==> src/rtl/ea_avg_pkg.sv <==
`timescale 1ns / 1ps
`default_nettype none
// ============================================================================
// Energy accumulator average power - shared types and constants
// Field widths, status and register codes, controller states, the request
// carried to the serial divider and the power-of-ten table.
// ============================================================================
package ea_avg_pkg;

    localparam int LOW_W     = 15;
    localparam int ROLL_W    = 8;
    localparam int ENERGY_W  = LOW_W + ROLL_W;
    localparam int SAMPLE_W  = 24;
    localparam int RAW_W     = 16;
    localparam int AVG_W     = 15;
    localparam int SLOPE_W   = 15;
    localparam int OFFSET_W  = 16;
    localparam int EXP_W     = 4;
    localparam int CFG_W     = 16;
    localparam int CFG_IDX_W = 2;
    localparam int POW_W     = 27;
    localparam int MULA_W    = 17;
    localparam int MULP_W    = MULA_W + POW_W + 1;
    localparam int NUM_W     = 44;
    localparam int DEN_W     = 42;
    localparam int DIVQ_W    = ENERGY_W;
    localparam int STEP_W    = 5;

    localparam logic [STEP_W-1:0] STEPS_RAW = STEP_W'(DIVQ_W);
    localparam logic [STEP_W-1:0] STEPS_AVG = STEP_W'(AVG_W);

    typedef logic [1:0] status_t;
    localparam status_t STATUS_OK       = 2'd0;
    localparam status_t STATUS_NO_DELTA = 2'd1;
    localparam status_t STATUS_RANGE    = 2'd2;

    localparam logic [CFG_IDX_W-1:0] REG_SLOPE    = 2'd0;
    localparam logic [CFG_IDX_W-1:0] REG_OFFSET   = 2'd1;
    localparam logic [CFG_IDX_W-1:0] REG_EXPONENT = 2'd2;

    typedef enum logic [2:0] {
        ST_IDLE,
        ST_DIV1,
        ST_MUL1,
        ST_MUL2,
        ST_CHECK,
        ST_DIV2,
        ST_DONE
    } state_t;

    typedef struct packed {
        logic [DEN_W-1:0]  rem_init;
        logic [DIVQ_W-1:0] dividend;
        logic [DEN_W-1:0]  divisor;
        logic [STEP_W-1:0] steps;
    } div_req_t;

    function automatic logic [POW_W-1:0] pow10(input logic [3:0] idx);
        logic [POW_W-1:0] val;
        case (idx)
            4'd0:    val = 27'd1;
            4'd1:    val = 27'd10;
            4'd2:    val = 27'd100;
            4'd3:    val = 27'd1000;
            4'd4:    val = 27'd10000;
            4'd5:    val = 27'd100000;
            4'd6:    val = 27'd1000000;
            4'd7:    val = 27'd10000000;
            4'd8:    val = 27'd100000000;
            default: val = 27'd1;
        endcase
        return val;
    endfunction

endpackage
`default_nettype wire

==> src/rtl/ea_avg_div.sv <==
`timescale 1ns / 1ps
`default_nettype none
// ============================================================================
// Serial restoring divider
// Shifts one dividend bit into the partial remainder per cycle and develops
// one quotient bit per cycle; the step count and initial remainder come with
// the request so the same unit serves both divisions of the block.
// ============================================================================
module ea_avg_div (
    input  wire logic                          clk,
    input  wire logic                          rst_n,
    input  wire logic                          start,
    input  wire ea_avg_pkg::div_req_t          req,
    output logic                               done,
    output logic [ea_avg_pkg::DIVQ_W-1:0]      quotient
);

    logic [ea_avg_pkg::DEN_W-1:0]  rem_reg, rem_next;
    logic [ea_avg_pkg::DIVQ_W-1:0] dividend_reg, dividend_next;
    logic [ea_avg_pkg::DEN_W-1:0]  divisor_reg, divisor_next;
    logic [ea_avg_pkg::DIVQ_W-1:0] quot_reg, quot_next;
    logic [ea_avg_pkg::STEP_W-1:0] count_reg, count_next;
    logic                          busy_reg, busy_next;
    logic                          done_reg, done_next;
    logic [ea_avg_pkg::DEN_W:0]    trial;
    logic [ea_avg_pkg::DEN_W:0]    diff;

    always_comb
    begin
        trial         = {rem_reg, dividend_reg[ea_avg_pkg::DIVQ_W-1]};
        diff          = trial - {1'b0, divisor_reg};
        rem_next      = rem_reg;
        dividend_next = dividend_reg;
        divisor_next  = divisor_reg;
        quot_next     = quot_reg;
        count_next    = count_reg;
        busy_next     = busy_reg;
        done_next     = 1'b0;
        if (start)
        begin
            rem_next      = req.rem_init;
            dividend_next = req.dividend;
            divisor_next  = req.divisor;
            quot_next     = '0;
            count_next    = req.steps;
            busy_next     = 1'b1;
        end
        else if (busy_reg)
        begin
            dividend_next = {dividend_reg[ea_avg_pkg::DIVQ_W-2:0], 1'b0};
            // The remainder stays below the divisor, so it always fits DEN_W bits.
            if (trial >= {1'b0, divisor_reg})
            begin
                rem_next  = diff[ea_avg_pkg::DEN_W-1:0];
                quot_next = {quot_reg[ea_avg_pkg::DIVQ_W-2:0], 1'b1};
            end
            else
            begin
                rem_next  = trial[ea_avg_pkg::DEN_W-1:0];
                quot_next = {quot_reg[ea_avg_pkg::DIVQ_W-2:0], 1'b0};
            end
            count_next = count_reg - 1'b1;
            if (count_reg == ea_avg_pkg::STEP_W'(1))
            begin
                busy_next = 1'b0;
                done_next = 1'b1;
            end
        end
    end

    always_ff @(posedge clk or negedge rst_n)
    begin
        if (!rst_n)
        begin
            busy_reg  <= 1'b0;
            done_reg  <= 1'b0;
            count_reg <= '0;
        end
        else
        begin
            busy_reg  <= busy_next;
            done_reg  <= done_next;
            count_reg <= count_next;
        end
    end

    always_ff @(posedge clk)
    begin
        rem_reg      <= rem_next;
        dividend_reg <= dividend_next;
        divisor_reg  <= divisor_next;
        quot_reg     <= quot_next;
    end

    assign done     = done_reg;
    assign quotient = quot_reg;

endmodule
`default_nettype wire

==> src/rtl/energy_accumulator_average_power_unit.sv <==
`timescale 1ns / 1ps
`default_nettype none
// ============================================================================
// Energy accumulator average power unit
// Turns successive energy-meter snapshots into a direct-format average
// power reading with a validity status.
// ============================================================================
// Usage: one snapshot beat (energy_low, energy_rollovers, sample_total) enters
// on the input channel when in_valid is high and in_stall is low; exactly one
// result beat (status, avg_power) leaves on the output channel for it.
// The slope, offset and exponent registers are written through cfg_we,
// cfg_index and cfg_data; the user must do so only while no snapshot is in
// flight, as the block does not enforce it. A snapshot with a usable delta
// passes through ST_DIV1, ST_MUL1, ST_MUL2, ST_CHECK and, unless the check
// ends it, ST_DIV2 to ST_DONE; the next snapshot is taken once its result is
// loaded into the output register. The one-bit-per-cycle shared divider runs
// 23 steps for the energy/sample quotient and 15 for the final scaling. A
// snapshot with no usable delta, or a zero slope, goes straight to ST_DONE.
// The unit works on one snapshot at a time; in_stall is high while it does.
// A finished result sits in the output register; while out_stall holds it,
// the unit still accepts and processes the next snapshot and waits only to
// hand over that one. Reset clears the previous counts, restores slope 1,
// offset 0 and exponent 0, and empties the output register.
// ============================================================================
module energy_accumulator_average_power_unit (
    input  wire logic                                 clk,
    input  wire logic                                 rst_n,
    input  wire logic                                 cfg_we,
    input  wire logic [ea_avg_pkg::CFG_IDX_W-1:0]     cfg_index,
    input  wire logic [ea_avg_pkg::CFG_W-1:0]         cfg_data,
    input  wire logic                                 in_valid,
    output logic                                      in_stall,
    input  wire logic [ea_avg_pkg::LOW_W-1:0]         energy_low,
    input  wire logic [ea_avg_pkg::ROLL_W-1:0]        energy_rollovers,
    input  wire logic [ea_avg_pkg::SAMPLE_W-1:0]      sample_total,
    output logic                                      out_valid,
    input  wire logic                                 out_stall,
    output logic [1:0]                                status,
    output logic [ea_avg_pkg::AVG_W-1:0]              avg_power
);

    localparam int HI_W = ea_avg_pkg::NUM_W - ea_avg_pkg::AVG_W;

    ea_avg_pkg::state_t state_reg, state_next;

    logic [ea_avg_pkg::SLOPE_W-1:0]  slope_reg;
    logic [ea_avg_pkg::OFFSET_W-1:0] offset_reg;
    logic [ea_avg_pkg::EXP_W-1:0]    exp_reg;
    logic [ea_avg_pkg::ENERGY_W-1:0] prev_energy_reg;
    logic [ea_avg_pkg::SAMPLE_W-1:0] prev_samples_reg;

    logic [ea_avg_pkg::RAW_W-1:0]    raw_reg, raw_next;
    logic [ea_avg_pkg::NUM_W-1:0]    prod_reg, prod_next;
    logic [ea_avg_pkg::NUM_W-1:0]    num_reg, num_next;
    logic [ea_avg_pkg::DEN_W-1:0]    den_reg, den_next;
    ea_avg_pkg::status_t             res_status_reg, res_status_next;
    logic [ea_avg_pkg::AVG_W-1:0]    res_avg_reg, res_avg_next;

    logic                            out_valid_reg;
    ea_avg_pkg::status_t             out_status_reg;
    logic [ea_avg_pkg::AVG_W-1:0]    out_avg_reg;
    logic                            out_load;

    logic                            accept;
    logic [ea_avg_pkg::ENERGY_W-1:0] energy;
    logic [ea_avg_pkg::ENERGY_W-1:0] delta_energy;
    logic [ea_avg_pkg::SAMPLE_W-1:0] delta_samples;
    logic                            usable;
    logic                            exp_neg;
    logic [3:0]                      pow_idx;
    logic [ea_avg_pkg::POW_W-1:0]    pow;
    logic signed [ea_avg_pkg::MULA_W-1:0] mul_a;
    logic signed [ea_avg_pkg::POW_W:0]    mul_b;
    logic signed [ea_avg_pkg::MULP_W-1:0] mul_p;
    logic [ea_avg_pkg::NUM_W-1:0]    num_mag;
    logic [HI_W-1:0]                 num_hi;

    logic                            div_start;
    ea_avg_pkg::div_req_t            div_req;
    logic                            div_done;
    logic [ea_avg_pkg::DIVQ_W-1:0]   div_quot;

    ea_avg_div u_div (
        .clk      (clk),
        .rst_n    (rst_n),
        .start    (div_start),
        .req      (div_req),
        .done     (div_done),
        .quotient (div_quot)
    );

    assign in_stall = (state_reg != ea_avg_pkg::ST_IDLE);
    assign accept   = in_valid && !in_stall;

    assign energy        = {energy_rollovers, energy_low};
    assign delta_energy  = energy - prev_energy_reg;
    assign delta_samples = sample_total - prev_samples_reg;
    assign usable        = (sample_total > prev_samples_reg) && (energy > prev_energy_reg)
                           && (prev_samples_reg != '0) && (prev_energy_reg != '0);

    // A negative exponent scales the offset and slope up instead of the raw value.
    assign exp_neg = exp_reg[ea_avg_pkg::EXP_W-1];
    assign pow_idx = exp_neg ? (4'd0 - exp_reg) : {1'b0, exp_reg[2:0]};
    assign pow     = ea_avg_pkg::pow10(pow_idx);

    always_comb
    begin
        if (state_reg == ea_avg_pkg::ST_MUL1)
        begin
            if (exp_neg)
                mul_a = {offset_reg[ea_avg_pkg::OFFSET_W-1], offset_reg};
            else
                mul_a = {1'b0, raw_reg};
        end
        else
        begin
            mul_a = {2'b00, slope_reg};
        end
    end

    assign mul_b   = {1'b0, pow};
    assign mul_p   = mul_a * mul_b;
    assign num_mag = '0 - num_reg;
    assign num_hi  = num_reg[ea_avg_pkg::NUM_W-1:ea_avg_pkg::AVG_W];

    always_comb
    begin
        state_next      = state_reg;
        raw_next        = raw_reg;
        prod_next       = prod_reg;
        num_next        = num_reg;
        den_next        = den_reg;
        res_status_next = res_status_reg;
        res_avg_next    = res_avg_reg;
        div_start       = 1'b0;
        div_req         = '0;
        out_load        = 1'b0;
        case (state_reg)
            ea_avg_pkg::ST_IDLE:
            begin
                if (accept)
                begin
                    res_avg_next = '0;
                    if (!usable)
                    begin
                        res_status_next = ea_avg_pkg::STATUS_NO_DELTA;
                        state_next      = ea_avg_pkg::ST_DONE;
                    end
                    else if (slope_reg == '0)
                    begin
                        res_status_next = ea_avg_pkg::STATUS_RANGE;
                        state_next      = ea_avg_pkg::ST_DONE;
                    end
                    else
                    begin
                        div_start        = 1'b1;
                        div_req.rem_init = '0;
                        div_req.dividend = delta_energy;
                        div_req.divisor  = {{(ea_avg_pkg::DEN_W-ea_avg_pkg::SAMPLE_W){1'b0}},
                                            delta_samples};
                        div_req.steps    = ea_avg_pkg::STEPS_RAW;
                        state_next       = ea_avg_pkg::ST_DIV1;
                    end
                end
            end
            ea_avg_pkg::ST_DIV1:
            begin
                if (div_done)
                begin
                    raw_next   = div_quot[ea_avg_pkg::RAW_W-1:0];
                    state_next = ea_avg_pkg::ST_MUL1;
                end
            end
            ea_avg_pkg::ST_MUL1:
            begin
                prod_next  = mul_p[ea_avg_pkg::NUM_W-1:0];
                state_next = ea_avg_pkg::ST_MUL2;
            end
            ea_avg_pkg::ST_MUL2:
            begin
                if (exp_neg)
                begin
                    num_next = {{(ea_avg_pkg::NUM_W-ea_avg_pkg::RAW_W){1'b0}}, raw_reg}
                               - prod_reg;
                    den_next = mul_p[ea_avg_pkg::DEN_W-1:0];
                end
                else
                begin
                    num_next = prod_reg
                               - {{(ea_avg_pkg::NUM_W-ea_avg_pkg::OFFSET_W)
                                   {offset_reg[ea_avg_pkg::OFFSET_W-1]}}, offset_reg};
                    den_next = {{(ea_avg_pkg::DEN_W-ea_avg_pkg::SLOPE_W){1'b0}}, slope_reg};
                end
                state_next = ea_avg_pkg::ST_CHECK;
            end
            ea_avg_pkg::ST_CHECK:
            begin
                res_avg_next = '0;
                if (num_reg[ea_avg_pkg::NUM_W-1])
                begin
                    // A negative fraction above minus one truncates to a valid zero.
                    if (num_mag < {{(ea_avg_pkg::NUM_W-ea_avg_pkg::DEN_W){1'b0}}, den_reg})
                        res_status_next = ea_avg_pkg::STATUS_OK;
                    else
                        res_status_next = ea_avg_pkg::STATUS_RANGE;
                    state_next = ea_avg_pkg::ST_DONE;
                end
                else if ({{(ea_avg_pkg::DEN_W-HI_W){1'b0}}, num_hi} >= den_reg)
                begin
                    // The quotient would need more than 15 bits.
                    res_status_next = ea_avg_pkg::STATUS_RANGE;
                    state_next      = ea_avg_pkg::ST_DONE;
                end
                else
                begin
                    div_start        = 1'b1;
                    div_req.rem_init = {{(ea_avg_pkg::DEN_W-HI_W){1'b0}}, num_hi};
                    div_req.dividend = {num_reg[ea_avg_pkg::AVG_W-1:0],
                                        {(ea_avg_pkg::DIVQ_W-ea_avg_pkg::AVG_W){1'b0}}};
                    div_req.divisor  = den_reg;
                    div_req.steps    = ea_avg_pkg::STEPS_AVG;
                    state_next       = ea_avg_pkg::ST_DIV2;
                end
            end
            ea_avg_pkg::ST_DIV2:
            begin
                if (div_done)
                begin
                    res_avg_next    = div_quot[ea_avg_pkg::AVG_W-1:0];
                    res_status_next = ea_avg_pkg::STATUS_OK;
                    state_next      = ea_avg_pkg::ST_DONE;
                end
            end
            ea_avg_pkg::ST_DONE:
            begin
                if (!out_valid_reg || !out_stall)
                begin
                    out_load   = 1'b1;
                    state_next = ea_avg_pkg::ST_IDLE;
                end
            end
            default:
            begin
                state_next = ea_avg_pkg::ST_IDLE;
            end
        endcase
    end

    always_ff @(posedge clk or negedge rst_n)
    begin
        if (!rst_n)
        begin
            state_reg        <= ea_avg_pkg::ST_IDLE;
            slope_reg        <= ea_avg_pkg::SLOPE_W'(1);
            offset_reg       <= '0;
            exp_reg          <= '0;
            prev_energy_reg  <= '0;
            prev_samples_reg <= '0;
            out_valid_reg    <= 1'b0;
        end
        else
        begin
            state_reg <= state_next;
            if (cfg_we)
            begin
                case (cfg_index)
                    ea_avg_pkg::REG_SLOPE:    slope_reg  <= cfg_data[ea_avg_pkg::SLOPE_W-1:0];
                    ea_avg_pkg::REG_OFFSET:   offset_reg <= cfg_data;
                    ea_avg_pkg::REG_EXPONENT: exp_reg    <= cfg_data[ea_avg_pkg::EXP_W-1:0];
                    default:
                    begin
                    end
                endcase
            end
            if (accept)
            begin
                prev_energy_reg  <= energy;
                prev_samples_reg <= sample_total;
            end
            if (out_load)
                out_valid_reg <= 1'b1;
            else if (out_valid_reg && !out_stall)
                out_valid_reg <= 1'b0;
        end
    end

    always_ff @(posedge clk)
    begin
        raw_reg        <= raw_next;
        prod_reg       <= prod_next;
        num_reg        <= num_next;
        den_reg        <= den_next;
        res_status_reg <= res_status_next;
        res_avg_reg    <= res_avg_next;
        if (out_load)
        begin
            out_status_reg <= res_status_reg;
            out_avg_reg    <= res_avg_reg;
        end
    end

    assign out_valid = out_valid_reg;
    assign status    = out_status_reg;
    assign avg_power = out_avg_reg;

`ifndef SYNTHESIS
    a_err_zero_power: assert property (@(posedge clk) disable iff (!rst_n)
        out_valid && (status != ea_avg_pkg::STATUS_OK) |-> (avg_power == '0))
        else $error("average power is nonzero on an error status");

    a_div_done_waited: assert property (@(posedge clk) disable iff (!rst_n)
        div_done |-> (state_reg == ea_avg_pkg::ST_DIV1) || (state_reg == ea_avg_pkg::ST_DIV2))
        else $error("divider finished while the controller was not waiting for it");

    a_accept_busy: assert property (@(posedge clk) disable iff (!rst_n)
        accept |=> (state_reg != ea_avg_pkg::ST_IDLE))
        else $error("accepted snapshot did not start processing");
`endif

endmodule
`default_nettype wire
==> config.mk <==
export PLATFORM = sky130hd
export DESIGN_NAME = energy_accumulator_average_power_unit
export DESIGN_NICKNAME = d
export VERILOG_FILES = /design/src/rtl/ea_avg_pkg.sv /design/src/rtl/ea_avg_div.sv /design/src/rtl/energy_accumulator_average_power_unit.sv
export SDC_FILE = /design/constraint.sdc
export NUM_CORES = 2
export LEC_CHECK = 0
export ABC_AREA = 1
export BUFFER_PORTS_ARGS = -buffer_cell sky130_fd_sc_hd__buf_2
export CAP_MARGIN = 10
export CORE_ASPECT_RATIO = 2
export CORE_UTILIZATION = 50
export CTS_BUF_LIST = sky130_fd_sc_hd__clkbuf_8
export CTS_CLUSTER_DIAMETER = 100
export DETAILED_ROUTE_END_ITERATION = 8
export HOLD_SLACK_MARGIN = 0.12
export PLACE_DENSITY = 0.65
export SYNTH_ARGS = -nofsm -noshare
export SYNTH_HDL_FRONTEND = slang
export SYNTH_SLANG_ARGS = --single-unit
==> constraint.sdc <==
create_clock -name clk -period 15.35 [get_ports clk]
set_input_delay 3.07 -clock clk [delete_from_list [all_inputs] [get_ports clk]]
set_output_delay 3.07 -clock clk [all_outputs]
set_load 0.03 [all_outputs]
==> results of run 1 <==
-- per-layer routing --
| layer | overflow | GRT usage |
|---|---|---|
| met3 | 0 | 0.204 |
| met2 | 13 | 0.876 |
| met1 | 0 | 0.422 |
| met4 | 4 | 0.661 |
| met5 | 0 | 0.00106 |
-- Yosys cell counts (3+ instances only) --
| cell | count |
|---|---|
| o21bai_1 | 32 |
| nand2_1 | 1615 |
| nand3_2 | 4 |
| buf_2 | 36 |
| nand2_2 | 6 |
| inv_2 | 16 |
| nand3_1 | 293 |
| nor4_1 | 13 |
| inv_1 | 1243 |
| buf_4 | 10 |
| o22ai_2 | 15 |
| xor2_1 | 97 |
| clkbuf_1 | 51 |
| o21a_1 | 12 |
| nand2b_1 | 3 |
| a21boi_0 | 7 |
| fa_1 | 346 |
| dfxtp_1 | 16 |
| nor2_2 | 19 |
| o21ai_0 | 296 |
| nor2_4 | 5 |
| or2_2 | 10 |
| nor3_1 | 59 |
| clkinv_1 | 7 |
| a31oi_1 | 4 |
| a21oi_1 | 289 |
| ha_1 | 384 |
| o21ai_1 | 6 |
| nand4_1 | 120 |
| and3_1 | 3 |
| nand3b_1 | 25 |
| a21oi_2 | 5 |
| nand4_2 | 3 |
| nor2_1 | 783 |
| and2_1 | 14 |
| buf_1 | 10 |
| dfrtp_1 | 92 |
| o211ai_1 | 5 |
| edfxtp_1 | 287 |
| xnor2_1 | 33 |
| a21o_1 | 9 |
| buf_6 | 5 |
-- logic make-up after synthesis --
group,count (synthesis),share of synthesized area
xor gates and xnor gates,130,0.0250
adders and majority gates,730,0.257
AOI/OAI and AO/OA,690,0.0831
muxes,3,0.000687
and+or+nand+nor,2980,0.270
DFF,396,0.247
buffers and inverters,1378,0.116
-- stage by stage --
| step | hold slack (ps) | std cells | setup slack (ps) |
|---|---|---|---|
| 2_1_floorplan | 400 | 6307 | 8150 |
| 3_3_place_gp | 401 | 7514 | 5800 |
| 3_5_place_dp | 405 | 7514 | 5830 |
| 4_1_cts | 422 | 7620 | 5780 |
==> flow_metrics.tcl, run 1 <==
set metrics [dict create \
    outcome "aborted with a tool error" \
    stop_stage "global routing (5_1_grt)" \
    tool.error "[ERROR GRT-0116] Global routing finished with congestion. Check the congestion regions in the DRC Viewer." \
    place_congestion 1.19 \
    rows 156 \
    synthArstFlopShare 0.235 \
    grt_first_pass_wirelength_microns 346000 \
    io_buffers 88 \
    dpl-instance-area_sq_mm 0.0473 \
    numCtsBuffers 56 \
    htreeDepth 2 \
    grt_max_degree 93 \
    clkSinkCount 396 \
    cts_resized 0 \
    synth_warnings 0 \
    syn_nets 7107 \
    dp_hpwl_microns 181000 \
    die_w_microns 215 \
    synthFlopType "edfxtp_1" \
    synth_top_cell_area_share 0.189 \
    ys_types 56 \
    syn_inst 6307 \
    die_h_microns 429 \
    cts_setup_buffers 0 \
    cts.hold.buffers_added 0 \
    synth_area_leaders "edfxtp_1 (19%), fa_1 (15%), nand2_1 (13%)" \
    yosysTopAreaCell "edfxtp_1" \
    grt_usage 0.526 \
    io_pins 89 \
    synth_edf_count 287 \
    cts_root_buf "clkbuf_8" \
    syn_area_per_cell_sq_um 7.22 \
    grt_pass1_vias 49260 \
    ys_seq_area_frac 0.247 \
    cts_buffer_depth 3 \
    syn_area_sq_mm 0.0456 \
    overflow 17 \
    start_util 0.504 \
    ys_ff_latch 396 \
]
==> run 2: changes to the inputs <==
--- a/config.mk
+++ b/config.mk
@@ -8,13 +8,9 @@
 export ABC_AREA = 1
 export BUFFER_PORTS_ARGS = -buffer_cell sky130_fd_sc_hd__buf_2
 export CAP_MARGIN = 10
-export CORE_ASPECT_RATIO = 2
-export CORE_UTILIZATION = 50
-export CTS_BUF_LIST = sky130_fd_sc_hd__clkbuf_8
-export CTS_CLUSTER_DIAMETER = 100
+export CORE_UTILIZATION = 35
 export DETAILED_ROUTE_END_ITERATION = 8
-export HOLD_SLACK_MARGIN = 0.12
-export PLACE_DENSITY = 0.65
+export PLACE_DENSITY_LB_ADDON = 0.15
 export SYNTH_ARGS = -nofsm -noshare
 export SYNTH_HDL_FRONTEND = slang
 export SYNTH_SLANG_ARGS = --single-unit
==> run 2 against run 1 <==
  * The flow now finishes without violations
  * Synthesized cell count did not move
  * Synthesized area unchanged
==> flow_metrics.tcl, run 2 <==
set metrics [dict create \
    drtIter0Drc 2825 \
    num_antenna_cells 0 \
    power_density_mw_per_mm2 256 \
    layout-drive-gt1-share 0.0482 \
    syn_area_per_cell_sq_um 7.22 \
    dpl-instance-area_sq_mm 0.0480 \
    syn_area_sq_mm 0.0456 \
    hold_start "res_avg_reg[11]$_SDFFCE_PP0P_" \
    fmax_mhz 111 \
    maxCapViolations 0 \
    rows 132 \
    io_pins 89 \
    crit_type "flop to flop" \
    cp_data_required_time_ps 15670 \
    grt_max_degree 93 \
    dr.pass1.iters 8 \
    synth_top_family_by_area "simple AND/OR/NAND/NOR gates" \
    start_util 0.352 \
    worstSetupStartpoint "state_reg[1]$_DFFE_PN0P_" \
    worstSkewPairLatency_ps 620 \
    grt_pass1_vias 42445 \
    area_growth_pct 9.14 \
    worstHoldPathType "flop to flop" \
    numCtsBuffers 48 \
    tns_ps 0 \
    timing_hold_violations_final 0 \
    synth_compound_area_frac 0.0831 \
    yosysTopAreaCell "edfxtp_1" \
    fin_skew_ps 31.9 \
    die_area_sq_mm 0.132 \
    maxSlewViolCount 0 \
    period_needed_ps 8990 \
    cts_buffer_depth 3 \
    endpoint_kind "flop" \
    mostFrequentLayoutCells "nand2_1 (1,613), inv_1 (1,242), nor2_1 (781)" \
    grt_first_pass_wirelength_microns 266000 \
    synthMuxAreaShare 0.000687 \
    nFillCells 13958 \
    arrival_ps 9320 \
    synthArstFlopShare 0.235 \
    crit_slowest_cell "nor2_1" \
    hold_ws_ps 418 \
    cts_tree "done" \
    mostFrequentLayoutCell "nand2_1" \
    synth_fa_ha_area_frac 0.257 \
    syn_inst 6307 \
    vias 41049 \
    setup_violations 0 \
    clkSinkCount 396 \
    vdd_drop_max_mv 0.273 \
    nets 7175 \
    ys_ff_latch 396 \
    wl_per_cell_microns 21.8 \
    worst_slew_pin_slew_ps 1050 \
    grt_usage 0.271 \
    maxSlewHeadroom 0.300 \
    design_area_sq_mm 0.0497 \
    antenna_left 0 \
    final_core_util 0.385 \
    yosys-top-cells-count "nand2_1 (1,615), inv_1 (1,243), nor2_1 (783), ha_1 (384), fa_1 (346)" \
    drt_wl_total_microns 178000 \
    synth_warnings 0 \
    synthSimpleGateAreaFrac 0.270 \
    ys_seq_area_frac 0.247 \
    overflow 0 \
    vias_per_cell 5.03 \
    die_w_microns 363 \
    ys_types 56 \
    outcome "finished, final reports clean" \
    place_congestion 0.981 \
    reg2reg_from "state_reg[1]$_DFFE_PN0P_" \
    max_stage_delay_ps 920 \
    finalCritPeriodShare 0.586 \
    clkTransAtPathRegs_ps 60 \
    htreeDepth 2 \
    synth_most_common_cell "nand2_1" \
    fin_total_pwr_mw 12.7 \
    rsz0062_at_grt "no" \
    synth_edf_count 287 \
    power.leakage_nw 25.2 \
    io_buffers 88 \
    drc_errors 0 \
    die_h_microns 363 \
    synth_xor_xnor_area_share 0.0250 \
    synth_area_leaders "edfxtp_1 (19%), fa_1 (15%), nand2_1 (13%)" \
    cts_resized 0 \
    synthFlopType "edfxtp_1" \
    syn_nets 7107 \
    cts.hold.buffers_added 0 \
    cts_root_buf "clkbuf_16" \
    dp_hpwl_microns 149000 \
    critPathLaunchType "flop" \
    cts_setup_buffers 0 \
    crit_path_max_fanout 18 \
    synth_top_cell_area_share 0.189 \
    core_area_sq_mm 0.129 \
    antenna_found_initial 1 \
]
==> run 2: cell counts after synthesis <==
No cell type changed its count.
==> run 2: through the flow <==
stage / setup slack, ps / cells
floorplan: 8150 / 6307
global placement: 6560 / 8067
detailed placement: 6510 / 8067
CTS: 6460 / 8156
global route: 5860 / 8156
finish: 6360 / 8156
==> run 2: worst paths after layout <==
kind                                                  end  slack (ps)  cells past startpoint
hold / removal                    avg_power[11]$_DFFE_PP_         420                      0
setup reg to reg                den_reg[31]$_SDFFCE_PN0P_        6360                     29
max in group asynchronous          exp_reg[3]$_DFFE_PN0P_       11600                      2
min in group asynchronous  prev_energy_reg[7]$_DFFE_PN0P_        2520                      1
hold reg to reg                   avg_power[11]$_DFFE_PP_         420                      0
setup / recovery                den_reg[31]$_SDFFCE_PN0P_        6360                     29
==> run 2: cell families after synthesis <==
group,after synthesis
muxes,3
AOI/OAI and AO/OA,690
and+or+nand+nor,2980
xor gates and xnor gates,130
buffers and inverters,1378
DFF,396
adders and majority gates,730
==> run 2: layer usage <==
layer / vias to the layer above / track usage / routed length, microns
met3: 334 / 0.0195 / 6260
met2: 1021 / 0.492 / 89500
met4: 0 / 0.144 / 10600
met5: - / 0 / 0
met1: 19798 / 0.316 / 71400
li1: 19896 / - / -
==> run 2: final cells by class <==
| cell class | count | area, sq um | share of cell area |
|---|---|---|---|
| multi-input combinational | 4533 | 29100 | 0.584 |
| clock buffer | 68 | 1390 | 0.0280 |
| inverter | 1266 | 4750 | 0.0956 |
| sequential | 396 | 11300 | 0.227 |
| tap | 1742 | 2180 | 0.0438 |
| timing repair buffer | 130 | 758 | 0.0152 |
| clock inverter | 21 | 325 | 0.00654 |
==> run 2: power breakdown <==
part,internal (mW),switching [mW],leakage [nW]
clock network,0.766,0.493,0.836
registers,1.90,0.319,4.04
logic,2.87,6.38,20.3
total,5.54,7.19,25.2
==> run 2: worst max-delay path: cells and delay by family, from the launching register on <==
family | cells | cell delay (ps)
buffers and inverters | 7 | 1340
flip-flops | 1 | 390
adder cells (fa/ha/maj) | 7 | 3460
AND/OR/NAND/NOR | 12 | 2690
AO/OA/AOI/OAI | 3 | 790
Power figures use the tool's default switching activity.
